**config.mk**
```make
export PLATFORM = sky130hd
export DESIGN_NAME = button_debounce_long_press
export DESIGN_NICKNAME = d
export VERILOG_FILES = /design/src/rtl/bdlp_pkg.sv /design/src/rtl/bdlp_cfg.sv /design/src/rtl/bdlp_core.sv /design/src/rtl/button_debounce_long_press.sv
export SDC_FILE = /design/constraint.sdc
export NUM_CORES = 1
export LEC_CHECK = 0
export BUFFER_PORTS_ARGS = -buffer_cell sky130_fd_sc_hd__buf_2
export CAP_MARGIN = 10
export CORE_AREA = 4 4 173 175
export CTS_CLUSTER_DIAMETER = 40
export DETAILED_ROUTE_END_ITERATION = 8
export DIE_AREA = 0 0 177 179
export PLACE_DENSITY = 0.58
export SETUP_SLACK_MARGIN = 0.3
export SYNTH_ARGS = -nofsm -noshare
export SYNTH_HDL_FRONTEND = slang
export SYNTH_SLANG_ARGS = --single-unit
```
**constraint.sdc**
```tcl
create_clock -name clk -period 5.2 [get_ports clk]
set_input_delay 0.26 -clock clk [delete_from_list [all_inputs] [get_ports clk]]
set_output_delay 0.26 -clock clk [all_outputs]
set_load 0.02 [all_outputs]
```
**src/rtl/bdlp_pkg.sv**
```systemverilog
package bdlp_pkg;

	localparam int unsigned TimeW = 32;
	localparam int unsigned MsW   = 16;
	localparam int unsigned RegIdxW = 2;

	localparam logic [MsW-1:0] HighSettleRst = 16'd25;
	localparam logic [MsW-1:0] LowSettleRst  = 16'd50;
	localparam logic [MsW-1:0] LongPressRst  = 16'd1000;

	typedef enum logic [RegIdxW-1:0] {
		REG_HIGH_SETTLE = 2'd0,
		REG_LOW_SETTLE  = 2'd1,
		REG_LONG_PRESS  = 2'd2
	} reg_idx_t;

	typedef enum logic [2:0] {
		PH_UNSTABLE   = 3'd0,
		PH_TIMER_LOW  = 3'd1,
		PH_TIMER_HIGH = 3'd2,
		PH_LOW        = 3'd3,
		PH_HIGH       = 3'd4
	} phase_t;

	typedef enum logic [1:0] {
		HS_NONE  = 2'd0,
		HS_PRESS = 2'd1,
		HS_LONG  = 2'd2
	} hold_t;

	typedef enum logic [2:0] {
		EV_UNSTABLE     = 3'd0,
		EV_PRESS_LOW    = 3'd1,
		EV_PRESSED_LONG = 3'd2,
		EV_HOLDING_LOW  = 3'd3,
		EV_IDLE_HIGH    = 3'd4,
		EV_RELEASED     = 3'd5,
		EV_PRESSED      = 3'd6,
		EV_INVALID      = 3'd7
	} event_t;

	typedef struct packed {
		logic [MsW-1:0] high_settle_ms;
		logic [MsW-1:0] low_settle_ms;
		logic [MsW-1:0] long_press_ms;
	} cfg_t;

endpackage

```
**src/rtl/bdlp_cfg.sv**
```systemverilog
module bdlp_cfg (
	input  logic                              clk,
	input  logic                              arst_n,
	input  logic                              wr_en,
	input  logic [bdlp_pkg::RegIdxW-1:0]      wr_index,
	input  logic [bdlp_pkg::MsW-1:0]          wr_data,
	output bdlp_pkg::cfg_t                    cfg
);
	import bdlp_pkg::*;

	cfg_t cfg_q;

	always_ff @(posedge clk or negedge arst_n) begin
		if (!arst_n) begin
			cfg_q.high_settle_ms <= HighSettleRst;
			cfg_q.low_settle_ms  <= LowSettleRst;
			cfg_q.long_press_ms  <= LongPressRst;
		end else if (wr_en) begin
			unique case (wr_index)
				REG_HIGH_SETTLE: cfg_q.high_settle_ms <= wr_data;
				REG_LOW_SETTLE:  cfg_q.low_settle_ms  <= wr_data;
				REG_LONG_PRESS:  cfg_q.long_press_ms  <= wr_data;
				default: ;
			endcase
		end
	end

	assign cfg = cfg_q;

endmodule

```
**src/rtl/bdlp_core.sv**
```systemverilog
module bdlp_core (
	input  logic                         clk,
	input  logic                         arst_n,
	input  logic                         step,
	input  logic                         level,
	input  logic [bdlp_pkg::TimeW-1:0]   now_ms,
	input  bdlp_pkg::cfg_t               cfg,
	output bdlp_pkg::event_t             ev
);
	import bdlp_pkg::*;

	logic             last_level_q, last_level_d;
	phase_t           phase_q, phase_d;
	hold_t            hold_q, hold_d;
	logic [TimeW-1:0] settle_start_q, settle_start_d;
	logic [TimeW-1:0] press_start_q, press_start_d;

	logic [TimeW-1:0] settle_age;
	logic [TimeW-1:0] press_age;
	logic             level_change;
	logic             high_done;
	logic             low_done;
	logic             long_due;

	// ages wrap modulo 2^32
	assign settle_age   = now_ms - settle_start_q;
	assign press_age    = now_ms - press_start_q;
	assign level_change = level != last_level_q;
	assign high_done    = settle_age >= {{(TimeW-MsW){1'b0}}, cfg.high_settle_ms};
	assign low_done     = settle_age >= {{(TimeW-MsW){1'b0}}, cfg.low_settle_ms};
	assign long_due     = (press_age > {{(TimeW-MsW){1'b0}}, cfg.long_press_ms})
		&& (hold_q != HS_LONG);

	always_comb begin
		last_level_d   = last_level_q;
		phase_d        = phase_q;
		hold_d         = hold_q;
		settle_start_d = settle_start_q;
		press_start_d  = press_start_q;
		if (level_change) begin
			last_level_d = level;
			phase_d      = PH_UNSTABLE;
		end else begin
			unique case (phase_q)
				PH_TIMER_HIGH: begin
					if (high_done) begin
						phase_d = PH_HIGH;
						hold_d  = HS_NONE;
					end
				end
				PH_TIMER_LOW: begin
					if (low_done) begin
						phase_d       = PH_LOW;
						press_start_d = now_ms;
						hold_d        = HS_PRESS;
					end
				end
				PH_LOW: begin
					if (long_due) begin
						hold_d = HS_LONG;
					end
				end
				PH_HIGH: ;
				default: begin
					phase_d        = level ? PH_TIMER_HIGH : PH_TIMER_LOW;
					settle_start_d = now_ms;
				end
			endcase
		end
	end

	always_comb begin
		ev = EV_UNSTABLE;
		if (!level_change) begin
			unique case (phase_q)
				PH_TIMER_HIGH: begin
					if (high_done) begin
						unique case (hold_q)
							HS_LONG:  ev = EV_RELEASED;
							HS_PRESS: ev = EV_PRESSED;
							default:  ev = EV_INVALID;
						endcase
					end
				end
				PH_TIMER_LOW: begin
					if (low_done) begin
						ev = EV_PRESS_LOW;
					end
				end
				PH_LOW: begin
					ev = long_due ? EV_PRESSED_LONG : EV_HOLDING_LOW;
				end
				PH_HIGH: begin
					ev = EV_IDLE_HIGH;
				end
				default: begin
					ev = EV_UNSTABLE;
				end
			endcase
		end
	end

	always_ff @(posedge clk or negedge arst_n) begin
		if (!arst_n) begin
			last_level_q   <= 1'b1;
			phase_q        <= PH_UNSTABLE;
			hold_q         <= HS_NONE;
			settle_start_q <= '0;
			press_start_q  <= '0;
		end else if (step) begin
			last_level_q   <= last_level_d;
			phase_q        <= phase_d;
			hold_q         <= hold_d;
			settle_start_q <= settle_start_d;
			press_start_q  <= press_start_d;
		end
	end

endmodule

```
**src/rtl/button_debounce_long_press.sv**
```systemverilog
// channel  signals                                   width
// in       in_valid in_ready level now_ms            1, 32
// out      out_valid out_ready event_code            3
// cfg      cfg_valid cfg_ready cfg_index cfg_data    2, 16
//
// one item accepted per cycle while in_ready is high; its result becomes valid after
// the input register, then the result register after the state update
// cfg_ready is always high; a write takes effect on the next cycle
// reset returns thresholds to 25/50/1000 ms and the debouncer to unstable
// a stalled result holds the result register; the input register still
// takes one more item, and in_ready drops only when both are full
module button_debounce_long_press (
	input  logic                              clk,
	input  logic                              arst_n,
	input  logic                              in_valid,
	output logic                              in_ready,
	input  logic                              level,
	input  logic [bdlp_pkg::TimeW-1:0]        now_ms,
	output logic                              out_valid,
	input  logic                              out_ready,
	output logic [2:0]                        event_code,
	input  logic                              cfg_valid,
	output logic                              cfg_ready,
	input  logic [bdlp_pkg::RegIdxW-1:0]      cfg_index,
	input  logic [bdlp_pkg::MsW-1:0]          cfg_data
);
	import bdlp_pkg::*;

	logic             valid_s1;
	logic             level_s1;
	logic [TimeW-1:0] now_ms_s1;
	logic             out_valid_q;
	event_t           event_q;
	event_t           ev;
	cfg_t             cfg;
	logic             slot_free;
	logic             advance;

	assign cfg_ready = 1'b1;
	assign slot_free = !out_valid_q || out_ready;
	assign advance   = valid_s1 && slot_free;
	assign in_ready  = !valid_s1 || slot_free;

	bdlp_cfg u_cfg (
		.clk      (clk),
		.arst_n   (arst_n),
		.wr_en    (cfg_valid),
		.wr_index (cfg_index),
		.wr_data  (cfg_data),
		.cfg      (cfg)
	);

	bdlp_core u_core (
		.clk    (clk),
		.arst_n (arst_n),
		.step   (advance),
		.level  (level_s1),
		.now_ms (now_ms_s1),
		.cfg    (cfg),
		.ev     (ev)
	);

	always_ff @(posedge clk or negedge arst_n) begin
		if (!arst_n) begin
			valid_s1 <= 1'b0;
		end else if (in_ready) begin
			valid_s1 <= in_valid;
		end
	end

	always_ff @(posedge clk) begin
		if (in_ready && in_valid) begin
			level_s1  <= level;
			now_ms_s1 <= now_ms;
		end
	end

	always_ff @(posedge clk or negedge arst_n) begin
		if (!arst_n) begin
			out_valid_q <= 1'b0;
		end else if (slot_free) begin
			out_valid_q <= valid_s1;
		end
	end

	always_ff @(posedge clk) begin
		if (advance) begin
			event_q <= ev;
		end
	end

	assign out_valid  = out_valid_q;
	assign event_code = 3'(event_q);

endmodule
```
==> qor.yml, run 1 <==
outcome:
  outcome: "complete, no violations"
sta:
  maxClockFrequency_mhz: 216
  worst_slew_pin_slew_ns: 1.08
  worst_slew_margin_rel: 0.283
  setup_viol_count_final: 0
  final.min_clock_period_ns: 4.64
  rsz0062_at_grt: "yes"
  report.final.slew_viol_count: 0
  period_utilization_post_route: 0.892
  final.setup.tns_ns: 0
  report.final.hold_viol_count: 0
  finalClockSkew_ns: 0.0103
critical_path:
  cp.required_ns: 5.47
  critical_path_buf_inv_count: 1
  crit_chain: "inv_1 > ha_1 > fa_2 > nand2b_1 > a21oi_2 > o21ai_1 > nand2_1 > a21oi_1 > xnor2_1 > ha_1 > a21oi_1 > nand2_1 > a221o_1 > a211oi_1 > a21oi_1 > a2111o_1 > nor4_2 > nand4_1 > o31a_1 > a31oi_1"
  worstSetupEndpointType: "flop"
  timing.critical_path.depth: 20
  crit_path_frequent_cell: "sky130_fd_sc_hd__a21oi_1"
  kind_of_critical_path: "flop to flop"
  worst_ep_arrival_time_ns: 4.90
  cp-start-kind: "flop"
  slowest_delay_ns: 0.42
  crit_path_top_delay_cell: "sky130_fd_sc_hd__a2111o_1"
  worstRegToRegCells: 20
  worst_path_dominant_cell_family: "compound AO/OA/AOI/OAI gates"
  worstPathMaxFanout: 3
drt:
  avgViaCountPerCell: 5.16
  vias: 8627
  drtAntennaViolNets: 0
  met3RoutedLength_um: 647
  drc_violation_total_after_the_first_tritonroute_iteration: 504
  drt_first_pass_iters: 5
  detail_route.wl_per_cell_um: 15.7
  drc_violation_count_after_routing: 0
  wl_met1_um: 13700
  top_routing_layer_used: "met4"
  drt_wl_total_um: 26200
  met2RoutedLength_um: 11500
clocking:
  cts_buffers: 17
  clock_transition_at_path_regs_ns: 0.07
  cts_setup_buffers: 0
  clk_root_buffer_cell: "sky130_fd_sc_hd__clkbuf_16"
  ctsLongestPathBuffers: 2
  cts-htree-levels: 4
  clock_latency_ns: 0.43
  cts_tree: "built"
  cts_sinks: 156
global_route:
  gr-usage-all-layers: 0.171
  grt_pass1_wl_um: 43500
  grt_pass1_vias: 8440
  antenna_found_initial: 0
  grt_start_max_net_pins: 83
  overflow: 0
place:
  dp.cells: 1608
  portBuffers: 60
  gpl.final_weighted_congestion: 0.871
  dpl.hpwl_um: 20200
logic_synthesis:
  synth_enable_flop_cells: 36
  ys_warn_count: 0
  post_synth_mux_area_share: 0.0769
  synth_area_per_cell_um2: 9.17
  synthesis.instances: 1193
  post-synth-top-area-cell: "sky130_fd_sc_hd__dfrtp_1"
  synthesized_area_fraction_occupied_by_ao_oa_aoi_and_oai_cells: 0.181
  postSynthNetCount: 1361
  yosys_most_used_dff: "sky130_fd_sc_hd__dfrtp_1"
  synth-simple-area-share: 0.136
  ys_ff_latch: 156
  yosys-top-cells-area: "sky130_fd_sc_hd__dfrtp_1 (24%), sky130_fd_sc_hd__ha_1 (13%), sky130_fd_sc_hd__edfxtp_1 (9.9%)"
  dominant_combinational_cell_family_by_area_after_synthesis: "compound AO/OA/AOI/OAI gates"
  ys_types: 67
  register_area_share_after_synthesis: 0.375
  ys_async_sr_fraction: 0.769
  ys_top_cells_by_count: "sky130_fd_sc_hd__inv_1 (127), sky130_fd_sc_hd__nand2_1 (127), sky130_fd_sc_hd__ha_1 (110), sky130_fd_sc_hd__dfrtp_1 (107), sky130_fd_sc_hd__a21oi_1 (95)"
  synth_xor_area_frac: 0.0384
  netlist.area_leader.share: 0.245
  synth_fa_ha_area_frac: 0.129
  syn_area_um2: 10900
floorplan:
  die_area_um2: 31700
  design.portCount: 62
  fp-row-count: 62
  die_w_um: 177
  die_y_um: 179
  initial_core_util: 0.384
  floorplan.core_area_um2: 28500
cells_and_area:
  finalNonFillerCells: 1671
  final_core_utilization: 0.442
  nNetsFinal: 1442
  n_antenna_cell: 0
  final.fill_count: 2793
  share_of_post_route_cells_with_drive_strength_above_1: 0.166
  syn_to_final_growth_pct: 15.0
pwr:
  pwr_density_cell_nw_per_um2: 619
  power.ir.vdd_worst_v: 0.000227
  total_leakage_power_nw: 5.58
min_path:
  hold_path_class: "input port to async pin"
run:
  drv_cap: 0
-- path summary, 6_finish.rpt --
path / start / end / slack (ns)
max in group asynchronous: arst_n / u_cfg.cfg[6] / 3.98
worst max-delay path: now_ms_s1[0] / event_code[0] / 0.56
worst min register to register: valid_s1 / out_valid / 0.50
worst max register to register: now_ms_s1[0] / event_code[0] / 0.56
worst min-delay path: arst_n / u_core.press_start_q[3] / 0.009
min in group clk: now_ms[4] / now_ms_s1[4] / 0.01
-- per-layer routing --
metal,global-route usage,vias to the layer above
li1,-,4392
met1,0.253,4092
met2,0.265,123
met3,0.0213,20
met4,0.0416,0
met5,0,-
-- cell type report --
cell class              instances  area, um^2  area share
inverters                     127         477      0.0379
repair buffers                 99         698      0.0555
clock buffers                  19         443      0.0352
well taps                     384         480      0.0382
multi-input cells             873        6250       0.496
flip-flops and latches        156        4100       0.326
clock inverters                13         140      0.0111
-- through the flow --
stage | total power [mW] | area [um^2] | worst slack (ns) | hold slack [ns]
final | 7.79 | 12600 | 0.564 | 0.00909
after global routing | 8.54 | 12600 | 0.249 | 0.00451
after CTS | 7.75 | 12500 | 0.334 | 0.00290
after detailed placement | 6.42 | 11600 | 0.224 | 0.438
after global placement | 6.34 | 11600 | 0.500 | 0.437
after floorplan | 5.34 | 10900 | 1.03 | -0.0356
-- sequential cells by signal, summed over array words and instances (netlist names) --
register               count
u_core.press_start_q      32
event_code                 3
u_cfg.cfg                 48
valid_s1                   1
level_s1                   1
u_core.settle_start_q     32
u_core.last_level_q        1
out_valid                  1
u_core.phase_q             3
now_ms_s1                 32
u_core.hold_q              2
-- timing repair --
| action | 4_1_cts | 5_1_grt |
|---|---|---|
| resized for setup | 2 | 19 |
| hold buffers | 31 | 0 |
| pin swaps | 0 | 5 |
| endpoints found under the setup margin | 1 | 33 |
| hold endpoints to repair | 31 | 0 |
-- logic make-up after synthesis --
family | after synthesis
compound gates | 318
simple gates | 319
buf+inv | 164
xor+xnor | 48
fa+ha+maj | 112
flops | 156
other cells | 1
mux | 75
-- cell usage in the layout, fill, tap and decap left out, types with 17 or more instances in the layout --
cell / synthesis / routed
sky130_fd_sc_hd__nor3_1: 17 / 17
sky130_fd_sc_hd__buf_2: 10 / 59
sky130_fd_sc_hd__nor2_1: 69 / 69
sky130_fd_sc_hd__nand3_1: 22 / 22
sky130_fd_sc_hd__a21oi_1: 95 / 92
sky130_fd_sc_hd__o21ai_0: 73 / 70
sky130_fd_sc_hd__nand2_1: 127 / 127
sky130_fd_sc_hd__o21ai_1: 20 / 22
sky130_fd_sc_hd__mux2_2: 64 / 64
sky130_fd_sc_hd__inv_1: 127 / 127
sky130_fd_sc_hd__dlygate4sd3_1: 0 / 31
sky130_fd_sc_hd__dfrtp_1: 107 / 107
sky130_fd_sc_hd__clkbuf_16: 0 / 17
sky130_fd_sc_hd__a21o_1: 19 / 19
sky130_fd_sc_hd__xor2_1: 17 / 17
sky130_fd_sc_hd__edfxtp_1: 36 / 36
sky130_fd_sc_hd__ha_1: 110 / 105
sky130_fd_sc_hd__xnor2_1: 31 / 31
-- where the power goes --
group | switching (mW) | leakage [nW] | internal (mW)
combinational | 2.73 | 3.54 | 1.98
clock | 0.539 | 0.279 | 0.722
sequential | 0.184 | 1.76 | 1.64
total | 3.45 | 5.58 | 4.34
No activity file was read; power rests on OpenSTA's default activity.
==> run 2, diff against run 1 <==
--- a/config.mk
+++ b/config.mk
@@ -11,8 +11,9 @@
 export CTS_CLUSTER_DIAMETER = 40
 export DETAILED_ROUTE_END_ITERATION = 8
 export DIE_AREA = 0 0 177 179
-export PLACE_DENSITY = 0.58
+export PLACE_DENSITY = 0.66
 export SETUP_SLACK_MARGIN = 0.3
+export SKIP_CTS_REPAIR_TIMING = 1
 export SYNTH_ARGS = -nofsm -noshare
 export SYNTH_HDL_FRONTEND = slang
 export SYNTH_SLANG_ARGS = --single-unit
==> run 2 against run 1 <==
Against the previous run: sequential cell count unchanged; sequential share of layout area up 0.19 points; via count up 1.5%; highest routed layer unchanged; combinational power about the same.
==> qor.yml, run 2 (synthesis results as in run 1) <==
outcome:
  outcome: "complete, no violations"
global_route:
  grt_pass1_wl_um: 42700  # -1.9%
  overflow: 0  # unchanged
  grt_pass1_vias: 8547  # +1.3%
  gr-usage-all-layers: 0.168  # -0.00236
  grt_start_max_net_pins: 68  # -18%
  antenna_found_initial: 0  # unchanged
pwr:
  power.ir.vdd_worst_v: 0.000257  # +13%
  total_leakage_power_nw: 5.59  # +0.19%
  pwr_density_cell_nw_per_um2: 617  # -0.31%
floorplan:
  initial_core_util: 0.384  # unchanged
  floorplan.core_area_um2: 28500  # unchanged
  design.portCount: 62  # unchanged
  die_area_um2: 31700  # unchanged
  fp-row-count: 62  # unchanged
  die_y_um: 179  # unchanged
  die_w_um: 177  # unchanged
critical_path:
  worstSetupEndpointType: "flop"
  worst_ep_arrival_time_ns: 5.00  # +0.10 ns
  worstPathMaxFanout: 4  # +1
  cp.required_ns: 5.49  # +0.02 ns
  cp-start-kind: "flop"
  kind_of_critical_path: "flop to flop"
clocking:
  clock_latency_ns: 0.45  # +0.02 ns
  cts-htree-levels: 4  # unchanged
  cts_sinks: 156  # unchanged
  ctsLongestPathBuffers: 2  # unchanged
  clock_transition_at_path_regs_ns: 0.07  # about the same
  clk_root_buffer_cell: "sky130_fd_sc_hd__clkbuf_16"
  cts_buffers: 17  # unchanged
  cts_tree: "built"
sta:
  setup_viol_count_final: 0  # unchanged
  rsz0062_at_grt: "yes"
  timing.hold.ws_ns: 0.0216  # +0.0125 ns
  maxClockFrequency_mhz: 212  # -1.6%
  finalClockSkew_ns: 0.0117  # +0.00143 ns
  report.final.slew_viol_count: 0  # unchanged
  worst_slew_pin_slew_ns: 0.934  # -0.141 ns
  final.setup.tns_ns: 0  # unchanged
  final.min_clock_period_ns: 4.71  # +0.0767 ns
  worst_slew_margin_rel: 0.377  # +0.0942
  postLayoutSetupSlackWorst_ns: 0.487  # -0.0767 ns
  report.final.hold_viol_count: 0  # unchanged
  period_utilization_post_route: 0.906  # +0.0147
drt:
  drtAntennaViolNets: 0  # unchanged
  avgViaCountPerCell: 5.23  # +1.3%
  drt_first_pass_iters: 7  # +2
  drc_violation_count_after_routing: 0  # unchanged
  vias: 8759  # +1.5%
  drc_violation_total_after_the_first_tritonroute_iteration: 667  # +32%
  drt_wl_total_um: 26200  # +0.23%
  detail_route.wl_per_cell_um: 15.7  # about the same
cells_and_area:
  nNetsFinal: 1445  # +0.21%
  n_antenna_cell: 0  # unchanged
  most-common-layout-cells: "sky130_fd_sc_hd__inv_1 (127), sky130_fd_sc_hd__nand2_1 (127), sky130_fd_sc_hd__ha_1 (110)"
  final_core_utilization: 0.440  # -0.00255
  final.fill_count: 2738  # -2.0%
  largest_reg_flops: 48  # unchanged
  share_of_post_route_cells_with_drive_strength_above_1: 0.162  # -0.00349
  finalNonFillerCells: 1674  # +0.18%
  syn_to_final_growth_pct: 14.4
place:
  dpl.hpwl_um: 20300  # +0.15%
  portBuffers: 60  # unchanged
  dp.cells: 1609  # +0.062%
  gpl.final_weighted_congestion: 0.897  # +3.0%
  dp_worst_setup_slack_ns: 0.305  # +0.0805 ns
run:
  drv_cap: 0  # unchanged
min_path:
  hold_path_class: "input port to flop"
-- run 2: cell count changes in the layout (fill, tap and decap cells not counted), sizes merged --
cell / change
inv: +3
buf: +2
clkbuf: -2
bufinv: -1
dlygate4sd3: +1
-- run 2: worst paths after layout --
path | start | end | slack (ns) | cells after the start
setup / recovery | now_ms_s1[1] | event_code[0] | 0.49 | 19
hold / removal | in_valid | valid_s1 | 0.02 | 2
setup reg to reg | now_ms_s1[1] | event_code[0] | 0.49 | 19
hold reg to reg | u_core.settle_start_q[0] | u_core.settle_start_q[0] | 0.49 | 2
max in group asynchronous | arst_n | u_core.settle_start_q[4] | 3.46 | 3
min in group asynchronous | arst_n | u_core.settle_start_q[30] | 0.40 | 2
-- run 2: report_power, final --
part	switching, mW	internal (mW)
clock network	0.554	0.664
logic	2.72	1.96
registers	0.188	1.64
-- run 2: layout make-up --
cell class,count,area [um^2],area share
Clock buffer,17,425,0.0340
Tap cell,384,480,0.0384
Clock inverter,15,135,0.0108
Multi-Input combinational cell,873,6200,0.495
Inverter,127,477,0.0381
Timing Repair Buffer,102,698,0.0558
Sequential cell,156,4100,0.328
-- run 2: critical path, stage by stage (launching register included) --
cell	delay [ns]
sky130_fd_sc_hd__edfxtp_1	0.43
sky130_fd_sc_hd__ha_1	0.31
sky130_fd_sc_hd__nor2b_1	0.15
sky130_fd_sc_hd__o2111a_1	0.27
sky130_fd_sc_hd__o21ai_1	0.30
sky130_fd_sc_hd__o31ai_2	0.12
sky130_fd_sc_hd__a31oi_1	0.26
sky130_fd_sc_hd__o21ai_1	0.12
sky130_fd_sc_hd__xor2_1	0.16
sky130_fd_sc_hd__ha_1	0.31
sky130_fd_sc_hd__nand4_1	0.15
sky130_fd_sc_hd__nor2_1	0.07
sky130_fd_sc_hd__a221o_1	0.29
sky130_fd_sc_hd__a211oi_1	0.21
sky130_fd_sc_hd__a21oi_1	0.09
sky130_fd_sc_hd__a2111o_1	0.42
sky130_fd_sc_hd__nor4_2	0.29
sky130_fd_sc_hd__nand4_1	0.24
sky130_fd_sc_hd__o31a_1	0.19
sky130_fd_sc_hd__a31oi_1	0.18
-- run 2: metrics by stage --
step	area [um^2]	total power [mW]
2_1_floorplan	10900	5.34
3_3_place_gp	11600	6.31
3_5_place_dp	11600	6.42
4_1_cts	12200	7.69
5_1_grt	12500	8.44
6_report	12500	7.72
-- run 2: per-layer routing --
layer,share of wire,GRT usage,vias to the layer above,wire [um]
met5,0,0,-,0
met4,0.021,0.0587,0,547
met3,0.040,0.0323,36,1040
met2,0.45,0.266,192,11800
met1,0.49,0.231,4131,12900
li1,-,-,4400,-
==> run 3, diff against run 2 <==
==> constraint.sdc (replaced) <==
create_clock -name clk -period 5.92 [get_ports clk]
set_input_delay 0.296 -clock clk [delete_from_list [all_inputs] [get_ports clk]]
set_output_delay 0.296 -clock clk [all_outputs]
set_load 0.02 [all_outputs]
==> run 3 against run 2 <==
Against the previous run: first-iteration DRC count decreased by 2.5%; wire length decreased by 1.5%; highest routed layer unchanged; maximum frequency fell by 4.4%; non-clock buffer count fell by 37; critical path type unchanged; cell area fell by 2.7%.
==> qor.yml, run 3 (synthesis results as in run 1) <==
drt:
  detail_route.wl_per_cell_um: 15.8  # +0.77%
  drt_first_pass_iters: 5  # -2
  vias: 8703  # -0.64%
  drc_violation_count_after_routing: 0  # unchanged
  avgViaCountPerCell: 5.32  # +1.6%
  drt_wl_total_um: 25800  # -1.5%
  drc_violation_total_after_the_first_tritonroute_iteration: 650  # -2.5%
  drtAntennaViolNets: 0  # unchanged
pwr:
  pwr-share-clk: 0.169  # +0.011
  total_leakage_power_nw: 5.45  # -2.6%
  pwr_density_cell_nw_per_um2: 558  # -9.6%
  comb_pwr_share: 0.595  # -0.011
  internal_power_mw: 3.80  # -11%
  power.share.sequential: 0.235  # about the same
  p_sw_frac: 0.440  # -0.00836
  switchingPower_mw: 2.99  # -14%
  power.ir.vdd_worst_v: 0.000190  # -26%
cells_and_area:
  finalNonFillerCells: 1637  # -2.2%
  nNetsFinal: 1408  # -2.6%
  most-common-layout-cells: "sky130_fd_sc_hd__inv_1 (127), sky130_fd_sc_hd__nand2_1 (127), sky130_fd_sc_hd__ha_1 (110)"
  n_antenna_cell: 0  # unchanged
  syn_to_final_growth_pct: 11.3
  fin_area_um2: 12200  # -2.7%
  share_of_post_route_cells_with_drive_strength_above_1: 0.155  # -0.00719
  final.fill_count: 2804  # +2.4%
  largest_reg_flops: 48  # unchanged
clocking:
  cts-htree-levels: 4  # unchanged
  clock_latency_ns: 0.45  # about the same
  clock_transition_at_path_regs_ns: 0.07  # about the same
  cts_buffers: 17  # unchanged
  ctsLongestPathBuffers: 2  # unchanged
  clk_root_buffer_cell: "sky130_fd_sc_hd__clkbuf_16"
  cts_tree: "built"
  cts_sinks: 156  # unchanged
critical_path:
  crit_path_top_delay_cell: "sky130_fd_sc_hd__edfxtp_1"
  worst_path_dominant_cell_family: "compound AO/OA/AOI/OAI gates"
  kind_of_critical_path: "flop to flop"
  worstPathMaxFanout: 4  # unchanged
  slowest_delay_ns: 0.44  # about the same
  cp.required_ns: 6.20  # +0.71 ns
  critical_path_buf_inv_count: 0  # unchanged
  worstSetupEndpointType: "flop"
  cp-start-kind: "flop"
  crit_chain: "ha_1 > nor2b_1 > o2111a_1 > o21ai_0 > o31ai_1 > a31oi_1 > o21ai_0 > xor2_1 > ha_1 > nand4_1 > nor2_1 > a221o_1 > a211oi_1 > a21oi_1 > a2111o_1 > nor4_1 > nand4_1 > o31a_1 > a31oi_1"
  worst_ep_arrival_time_ns: 5.21  # +0.21 ns
sta:
  rsz0062_at_grt: "no"
  report.final.slew_viol_count: 0  # unchanged
  postLayoutSetupSlackWorst_ns: 0.989  # +0.501 ns
  worst_slew_pin_slew_ns: 0.918  # -0.0161 ns
  final.min_clock_period_ns: 4.93  # +0.219 ns
  final.setup.tns_ns: 0  # unchanged
  setup_viol_count_final: 0  # unchanged
  report.final.hold_viol_count: 0  # unchanged
  maxClockFrequency_mhz: 203  # -4.4%
  finalClockSkew_ns: 0.0197  # +0.00792 ns
  period_utilization_post_route: 0.833  # -0.0733
  worst_slew_margin_rel: 0.386  # +0.00891
floorplan:
  die_area_um2: 31700  # unchanged
  initial_core_util: 0.384  # unchanged
  fp-row-count: 62  # unchanged
  floorplan.core_area_um2: 28500  # unchanged
  die_w_um: 177  # unchanged
  die_y_um: 179  # unchanged
  design.portCount: 62  # unchanged
global_route:
  grt_pass1_vias: 8551  # +0.047%
  grt_pass1_wl_um: 43100  # +0.97%
  antenna_found_initial: 0  # unchanged
  overflow: 0  # unchanged
  grt_start_max_net_pins: 68  # unchanged
  gr-usage-all-layers: 0.169  # +0.000516
place:
  portBuffers: 60  # unchanged
  dpl.hpwl_um: 19900  # -1.6%
  post_detailed_placement_cell_area_um2: 11600  # -0.32%
  dp.cells: 1604  # -0.31%
  dp_worst_setup_slack_ns: 1.03  # +0.727 ns
  gpl.final_weighted_congestion: 0.894  # -0.30%
run:
  drv_cap: 0  # unchanged
outcome:
  outcome: "complete, no violations"
min_path:
  hold_path_class: "input port to flop"
## run 3: cell types whose count changed in the layout (fill, tap and decap cells not counted), moves of 2 or more
| cell | before | now |
|---|---|---|
| sky130_fd_sc_hd__a21oi_1 | 93 | 95 |
| sky130_fd_sc_hd__inv_6 | 6 | 1 |
| sky130_fd_sc_hd__o21ai_0 | 70 | 73 |
| sky130_fd_sc_hd__clkbuf_1 | 0 | 4 |
| sky130_fd_sc_hd__a21oi_2 | 2 | 0 |
| sky130_fd_sc_hd__clkbuf_16 | 17 | 19 |
| sky130_fd_sc_hd__clkinv_2 | 4 | 1 |
| sky130_fd_sc_hd__o21ai_1 | 23 | 20 |
| sky130_fd_sc_hd__buf_4 | 11 | 5 |
| sky130_fd_sc_hd__dlygate4sd3_1 | 32 | 1 |
## run 3: worst paths after layout
| path | end | startpoint | slack, ns | cells past startpoint |
|---|---|---|---|---|
| worst max register to register | event_code[0] | now_ms_s1[1] | 0.99 | 19 |
| max in group asynchronous | u_core.press_start_q[3] | arst_n | 4.16 | 3 |
| worst min-delay path | now_ms_s1[14] | now_ms[14] | 0.03 | 1 |
| worst max-delay path | event_code[0] | now_ms_s1[1] | 0.99 | 19 |
| min in group asynchronous | u_core.settle_start_q[29] | arst_n | 0.44 | 2 |
| worst min register to register | u_core.settle_start_q[0] | u_core.settle_start_q[0] | 0.49 | 2 |
## run 3: power groups by stage
stage	clock network, mW	logic (mW)	registers, mW
6_report	1.15	4.05	1.60
5_1_grt	1.22	4.59	1.64
4_1_cts	1.18	4.02	1.60
3_5_place_dp	0	3.98	1.62
3_3_place_gp	0	3.91	1.61
2_1_floorplan	0	3.12	1.57
## run 3: routing by layer
layer	routed length, um	GRT usage	vias to the layer above	part of all wire
met4	663	0.0642	0	0.026
met5	0	0	-	0
met1	13000	0.238	4139	0.50
li1	-	-	4332	-
met2	11300	0.264	189	0.44
met3	905	0.0238	43	0.035
## run 3: area by class of cell
type	instances	area (um^2)	share of cell area
clock buffer	24	504	0.0414
clock inverter	8	105	0.00863
inverter	127	477	0.0392
multi-input combinational	873	6160	0.506
sequential	156	4100	0.337
tap	384	480	0.0395
timing repair buffer	65	343	0.0282
## run 3: metrics by stage
step / hold WS, ns / util / power (mW)
2_1_floorplan: 0.000409 / - / 4.69
3_3_place_gp: 0.392 / 0.406 / 5.52
3_5_place_dp: 0.392 / 0.406 / 5.60
4_1_cts: -0.0714 / 0.427 / 6.80
5_1_grt: 0.0184 / 0.428 / 7.46
6_report: 0.0294 / 0.428 / 6.79
